### config.mk
export PLATFORM = sky130hd
export DESIGN_NAME = tdr_ctrl
export DESIGN_NICKNAME = d
export VERILOG_FILES = /design/src/hw/rtl/tdr_pkg.sv /design/src/hw/rtl/tdr_ctrl.sv
export SDC_FILE = /design/constraint.sdc
export NUM_CORES = 1
export LEC_CHECK = 0
export CORE_AREA = 4 4 41 43
export CTS_CLUSTER_DIAMETER = 60
export DETAILED_ROUTE_END_ITERATION = 10
export DIE_AREA = 0 0 45 47
export DONT_BUFFER_PORTS = 1
export GPL_TIMING_DRIVEN = 1
export PLACE_DENSITY = 0.74
export SYNTH_ARGS = -nofsm -noshare
export SYNTH_HDL_FRONTEND = slang
export SYNTH_SLANG_ARGS = --single-unit
### constraint.sdc
create_clock -name clk_i -period 3 [get_ports clk_i]
set_input_delay 0.3 -clock clk_i [delete_from_list [all_inputs] [get_ports clk_i]]
set_output_delay 0.3 -clock clk_i [all_outputs]
set_load 0.03 [all_outputs]
### src/hw/rtl/tdr_pkg.sv
// Shared types and constants of the triangle depth rasterizer.
package tdr_pkg;

  localparam int CW = 12;
  localparam int DW = 14;
  localparam int BW = 12;
  localparam int AW = 28;
  localparam int EW = 32;
  localparam int PW = 13;
  localparam int OW = 16;

  localparam logic [1:0] MODE_DRAW  = 2'd0;
  localparam logic [1:0] MODE_READ  = 2'd1;
  localparam logic [1:0] MODE_CLEAR = 2'd2;

  localparam logic [1:0] DIV_NUM0  = 2'd0;
  localparam logic [1:0] DIV_STEPX = 2'd1;
  localparam logic [1:0] DIV_STEPY = 2'd2;

  typedef struct packed {
    logic       load;
    logic [4:0] setup;
    logic       div_start;
    logic [1:0] div_sel;
    logic       div_cap;
    logic       walk_init;
    logic       walk_step;
    logic       clr_init;
    logic       clr_en;
    logic       rd_issue;
    logic       rd_cap;
    logic       rej_set;
  } tdr_cmd_t;

  typedef struct packed {
    logic reject;
    logic empty;
    logic div_done;
    logic walk_last;
    logic clr_last;
  } tdr_sts_t;

endpackage

### src/hw/rtl/tdr_ctrl.sv
// Controller state machine sequencing setup, division, walk, read and clear.
module tdr_ctrl import tdr_pkg::*; (
  input  logic       clk_i,
  input  logic       rst_ni,
  input  logic       start_i,
  input  logic [1:0] mode_i,
  input  tdr_sts_t   sts_i,
  output tdr_cmd_t   cmd_o,
  output logic       busy_o,
  output logic       done_o
);

  localparam logic [3:0] ST_IDLE  = 4'd0;
  localparam logic [3:0] ST_CLR   = 4'd1;
  localparam logic [3:0] ST_S1    = 4'd2;
  localparam logic [3:0] ST_S2    = 4'd3;
  localparam logic [3:0] ST_S3    = 4'd4;
  localparam logic [3:0] ST_S4    = 4'd5;
  localparam logic [3:0] ST_S5    = 4'd6;
  localparam logic [3:0] ST_DST   = 4'd7;
  localparam logic [3:0] ST_DWT   = 4'd8;
  localparam logic [3:0] ST_WINIT = 4'd9;
  localparam logic [3:0] ST_WALK  = 4'd10;
  localparam logic [3:0] ST_DRAIN = 4'd11;
  localparam logic [3:0] ST_RD1   = 4'd12;
  localparam logic [3:0] ST_RD2   = 4'd13;
  localparam logic [3:0] ST_DONE  = 4'd14;

  logic [3:0] state_q, state_d;
  logic [1:0] sel_q, sel_d;
  logic       clr_cmd_q, clr_cmd_d;

  always_comb begin
    cmd_o     = '0;
    state_d   = state_q;
    sel_d     = sel_q;
    clr_cmd_d = clr_cmd_q;
    case (state_q)
      ST_IDLE: begin
        if (start_i) begin
          cmd_o.load = 1'b1;
          clr_cmd_d  = mode_i == MODE_CLEAR;
          case (mode_i)
            MODE_DRAW: state_d = ST_S1;
            MODE_READ: state_d = ST_RD1;
            MODE_CLEAR: begin
              cmd_o.clr_init = 1'b1;
              state_d        = ST_CLR;
            end
            default: state_d = ST_DONE;
          endcase
        end
      end
      ST_CLR: begin
        cmd_o.clr_en = 1'b1;
        if (sts_i.clr_last) state_d = clr_cmd_q ? ST_DONE : ST_IDLE;
      end
      ST_S1: begin
        cmd_o.setup[0] = 1'b1;
        state_d        = ST_S2;
      end
      ST_S2: begin
        cmd_o.setup[1] = 1'b1;
        state_d        = ST_S3;
      end
      ST_S3: begin
        cmd_o.setup[2] = 1'b1;
        state_d        = ST_S4;
      end
      ST_S4: begin
        cmd_o.setup[3] = 1'b1;
        if (sts_i.reject) begin
          cmd_o.rej_set = 1'b1;
          state_d       = ST_DONE;
        end else if (sts_i.empty) begin
          state_d = ST_DONE;
        end else begin
          state_d = ST_S5;
        end
      end
      ST_S5: begin
        cmd_o.setup[4] = 1'b1;
        sel_d          = DIV_NUM0;
        state_d        = ST_DST;
      end
      ST_DST: begin
        cmd_o.div_start = 1'b1;
        cmd_o.div_sel   = sel_q;
        state_d         = ST_DWT;
      end
      ST_DWT: begin
        cmd_o.div_sel = sel_q;
        if (sts_i.div_done) begin
          cmd_o.div_cap = 1'b1;
          if (sel_q == DIV_STEPY) begin
            state_d = ST_WINIT;
          end else begin
            sel_d   = sel_q + 2'd1;
            state_d = ST_DST;
          end
        end
      end
      ST_WINIT: begin
        cmd_o.walk_init = 1'b1;
        state_d         = ST_WALK;
      end
      ST_WALK: begin
        cmd_o.walk_step = 1'b1;
        if (sts_i.walk_last) state_d = ST_DRAIN;
      end
      ST_DRAIN: state_d = ST_DONE;
      ST_RD1: begin
        cmd_o.rd_issue = 1'b1;
        state_d        = ST_RD2;
      end
      ST_RD2: begin
        cmd_o.rd_cap = 1'b1;
        state_d      = ST_DONE;
      end
      ST_DONE: state_d = ST_IDLE;
      default: state_d = ST_IDLE;
    endcase
  end

  always_ff @(posedge clk_i or negedge rst_ni) begin
    if (!rst_ni) begin
      state_q   <= ST_CLR;
      sel_q     <= DIV_NUM0;
      clr_cmd_q <= 1'b0;
    end else begin
      state_q   <= state_d;
      sel_q     <= sel_d;
      clr_cmd_q <= clr_cmd_d;
    end
  end

  assign busy_o = state_q != ST_IDLE;
  assign done_o = state_q == ST_DONE;

  a_done_frees: assert property (@(posedge clk_i) disable iff (!rst_ni)
    done_o |=> !busy_o) else $error("busy held after result");

endmodule
* Yosys cells after proc, flatten, opt, wreduce, memory -nomap -nowiden *
Index checks and enable logic that the tools add are counted.

word-level totals
  flip-flop bits (word level) = 7
  input bits = 10

operators by class
  add/subtract/negate cells = 1
  equality and inequality tests = 22
  reduce and logical (&&, ||, !) cells = 9
  muxes and demuxes = 34

operators with widths
  operator               number
  $pmux W4 S13           1
  $mux W4                8
  $eq A4 B4 Y1 const B   7
  $mux W1                20
  $eq A4 B3 Y1 const B   4
  $pmux W4 S3            1
  $ne A2 B2 Y1 const B   5
  $eq A4 B2 Y1 const B   2
  $mux W2                3
  $eq A2 B2 Y1 const B   2
  $eq A4 B1 Y1 const B   1
  $logic_not A4 Y1       1
  $pmux W2 S2            1
  $reduce_and A4 Y1      1
  $reduce_bool A4 Y1     1
  $reduce_or A2 Y1       2
  $reduce_and A3 Y1      1
  $add A2 B1 Y2 const B  1
  $eq A2 B1 Y1 const B   1
  $logic_not A2 Y1       1
  $reduce_and A2 Y1      1
  $reduce_bool A2 Y1     1

* Depth between registers and ports, before layout *
  depth after elaboration = 4
  depth in mapped cells = 7

* Least setup slack after synthesis *
OpenSTA, ideal clock, no wires.

  path type = flip-flop to output port
  start point = reg state_q[1]
  end point = out cmd_o[0] (netlist name)
  arrival time = 1.627 ns
  setup slack = 1.073 ns
  cell stages (with the launch flop) = 5
  data required time = 2.700 ns
  cells stage by stage = dfrtp_1 buf_6 nand2b_1 nor2_1 and2_1

RTL lines
  item                    RTL line         source
  from (decl)             tdr_ctrl.sv:29   logic [3:0] state_q, state_d;
  from (signal assigned)  tdr_ctrl.sv:131  state_q <= state_d;
  to (decl)               tdr_ctrl.sv:8    output tdr_cmd_t cmd_o,

==> metrics <==
total power=slightly above 0.9 mW; clk_skew=2.13 ps; Max Freq=469 MHz; hpwl dp=1330 um; Residual DRC=0; Yosys reg bits=7; post-route clock period utilization=a little under three quarters; largest net degree at the start of global routing=16; relative slew slack=between 30% and 40%; Post-Syn Instances=97; Synth area leader=dfrtp_1; clk buf depth=2; die width=about 45 um; Arrival @ worst endpoint=roughly 1800 ps; CTS Buf Count=3; worst-skew pair later-pin latency=240 ps; startpoint types=flop; # diodes=0; Area Overhead vs Synth=4.52%; EDFF count, synth=0; worst-path fanout max=14; total grt overflow=0; Top FF cell, synth=dfrtp_1; final setup violation count=0; sequential fraction of the synthesis area=about 23%; final net count=between 100 and 150; Boundary Pins=29; Mapped Area=776 sq um; Tmin final=2130 ps; final WL=around 1700 um; RSZ-0062 raised after global routing=false; top cells by area, synth=dfrtp_1 19%, ha_1 8.1%, nor2_1 6.8%; MaxCap Viol Count=0; Routed WL per cell=14.8 um; GPL Wtd Cong=0.825; Row Count=13; DR pass1 iterations=4; core region area=0.00130 sq mm; vias=684; post-CTS setup buffer count=0; CTS tree=done; syn_area_per_cell=approximately 8.0 sq um; asr flop ratio synth=100%; kind of critical path=flop to output pin; Post-synth top cells=14 x nor2_1, 7 x inv_1, 6 x dfrtp_1; starting density of the core=about 60%; Sum Neg Setup Slack=0 ps; Hold WS=217 ps; H-tree depth=1; fin util=62.3%; Pleak=about 0.34 nW; clock sinks=7; die area=0.00212 sq mm; remaining antenna violation count after routing=0; CTS clk-pin slew, worst paths=roughly 50 ps; clock root buffer=clkbuf_4; total track usage=between 10% and 20%; status=finished clean; Yosys cell types=38; vias in the first global route=658; Max Transition Viols Final=0; first-pass GRT wire length=2900 um; worst vdd ir=0.795 mV; Via-to-Cell Ratio=a little over 6; Synth warnings=0; Die Ht=47 um; HP Class=input pin to flop; Hold Vio Cnt, Final=0; count leader, synth=nor2_1; initial antenna violation count=0; area share of the largest cell type after synthesis=19.4%; syn_nets=112; PwrDens=1120 mW/mm^2; initial DRC count=11; Critical Path RT=2700 ps; layout cells sized above 1=16.3%; Port Buffer Count=0; Tightest Pin Transition=898 ps; CP endpoint kind=output pin
power by group:
part	switching (mW)	internal (mW)	leakage [nW]	total [mW]
clock network	0.0308	0.0505	0.0150	0.0813
registers	0.117	0.139	0.0884	0.257
logic	0.359	0.211	0.235	0.570
total	0.507	0.401	0.339	0.908
path summary, 6_finish.rpt:
check                                       start                      to  slack [ps]  depth (start not counted)
max in group asynchronous                  rst_ni  state_q[0]$_DFFE_PN1P_        2350                          1
setup reg to reg           state_q[1]$_DFFE_PN0P_   clr_cmd_q$_DFFE_PN0P_        1020                          4
min in group asynchronous                  rst_ni  state_q[1]$_DFFE_PN0P_         370                          1
hold reg to reg              sel_q[0]$_DFFE_PN0P_    sel_q[0]$_DFFE_PN0P_         500                          1
hold / removal                           sts_i[0]  state_q[0]$_DFFE_PN1P_         220                          3
setup / recovery           state_q[1]$_DFFE_PN0P_               cmd_o[11]         870                          2
stage by stage:
step / cells / setup WS, ps / area, sq um
after floorplan: 97 / 1070 / 776
after global placement: 108 / 1060 / 774
after detailed placement: 108 / 1030 / 774
after CTS: 113 / 864 / 811
after global routing: 113 / 744 / 811
final: 113 / 866 / 811
sequential cells by signal, summed over array words and instances, names as in the netlist:
| name | flops |
|---|---|
| state_q | 4 |
| sel_q | 2 |
| clr_cmd_q | 1 |
layout make-up:
cell class / instances / area, sq um
tap: 15 / 18.8
multi-input combinational: 74 / 520
inverter: 9 / 36.3
clock buffer: 4 / 26.3
timing repair buffer: 4 / 32.5
fill: 118 / 490
sequential: 7 / 176
critical path, cell delays in order (launching register included):
cell	delay, ps
dfrtp_1	650
nand2b_1	210
nor3_1	730
repair_timing:
| action | in CTS | in global routing |
|---|---|---|
| gates resized for setup | 0 | 0 |
| hold buffers | 1 | 0 |
| endpoints found under the hold margin | 7 | 0 |
layer usage:
metal | wire length (um) | global-route usage, % | up-vias
met5 | 0 | 0 | -
met4 | 51 | 12.3 | 0
met3 | 117 | 3.07 | 6
met2 | 765 | 30.2 | 25
met1 | 733 | 24.1 | 308
li1 | - | - | 345
cells by family after synthesis:
kind of cell	share of synthesized area [%]
AND/OR/NAND/NOR	32.3
AO/OA/AOI/OAI	22.7
buffers and inverters	10.2
flip-flops	22.7
adder cells (fa/ha/maj)	8.06
multiplexers	4.03
placed cells by master, fill, tap and decap left out, types with 2 or more instances in the layout:
master    Yosys  layout
nand2_1       4       4
inv_1         7       7
nand2b_1      4       4
o22ai_1       2       2
buf_4         1       3
o31ai_1       2       2
and2_1        4       4
and3_1        2       2
nor3_1        5       5
o21ai_0       4       4
nor4_1        3       3
ha_1          5       5
mux2i_1       2       2
dfrtp_1       6       6
nor2_1       14      14
a21oi_1       5       5
clkbuf_4      0       3
a211oi_1      3       3
No activity file was read; power rests on OpenSTA's default activity.
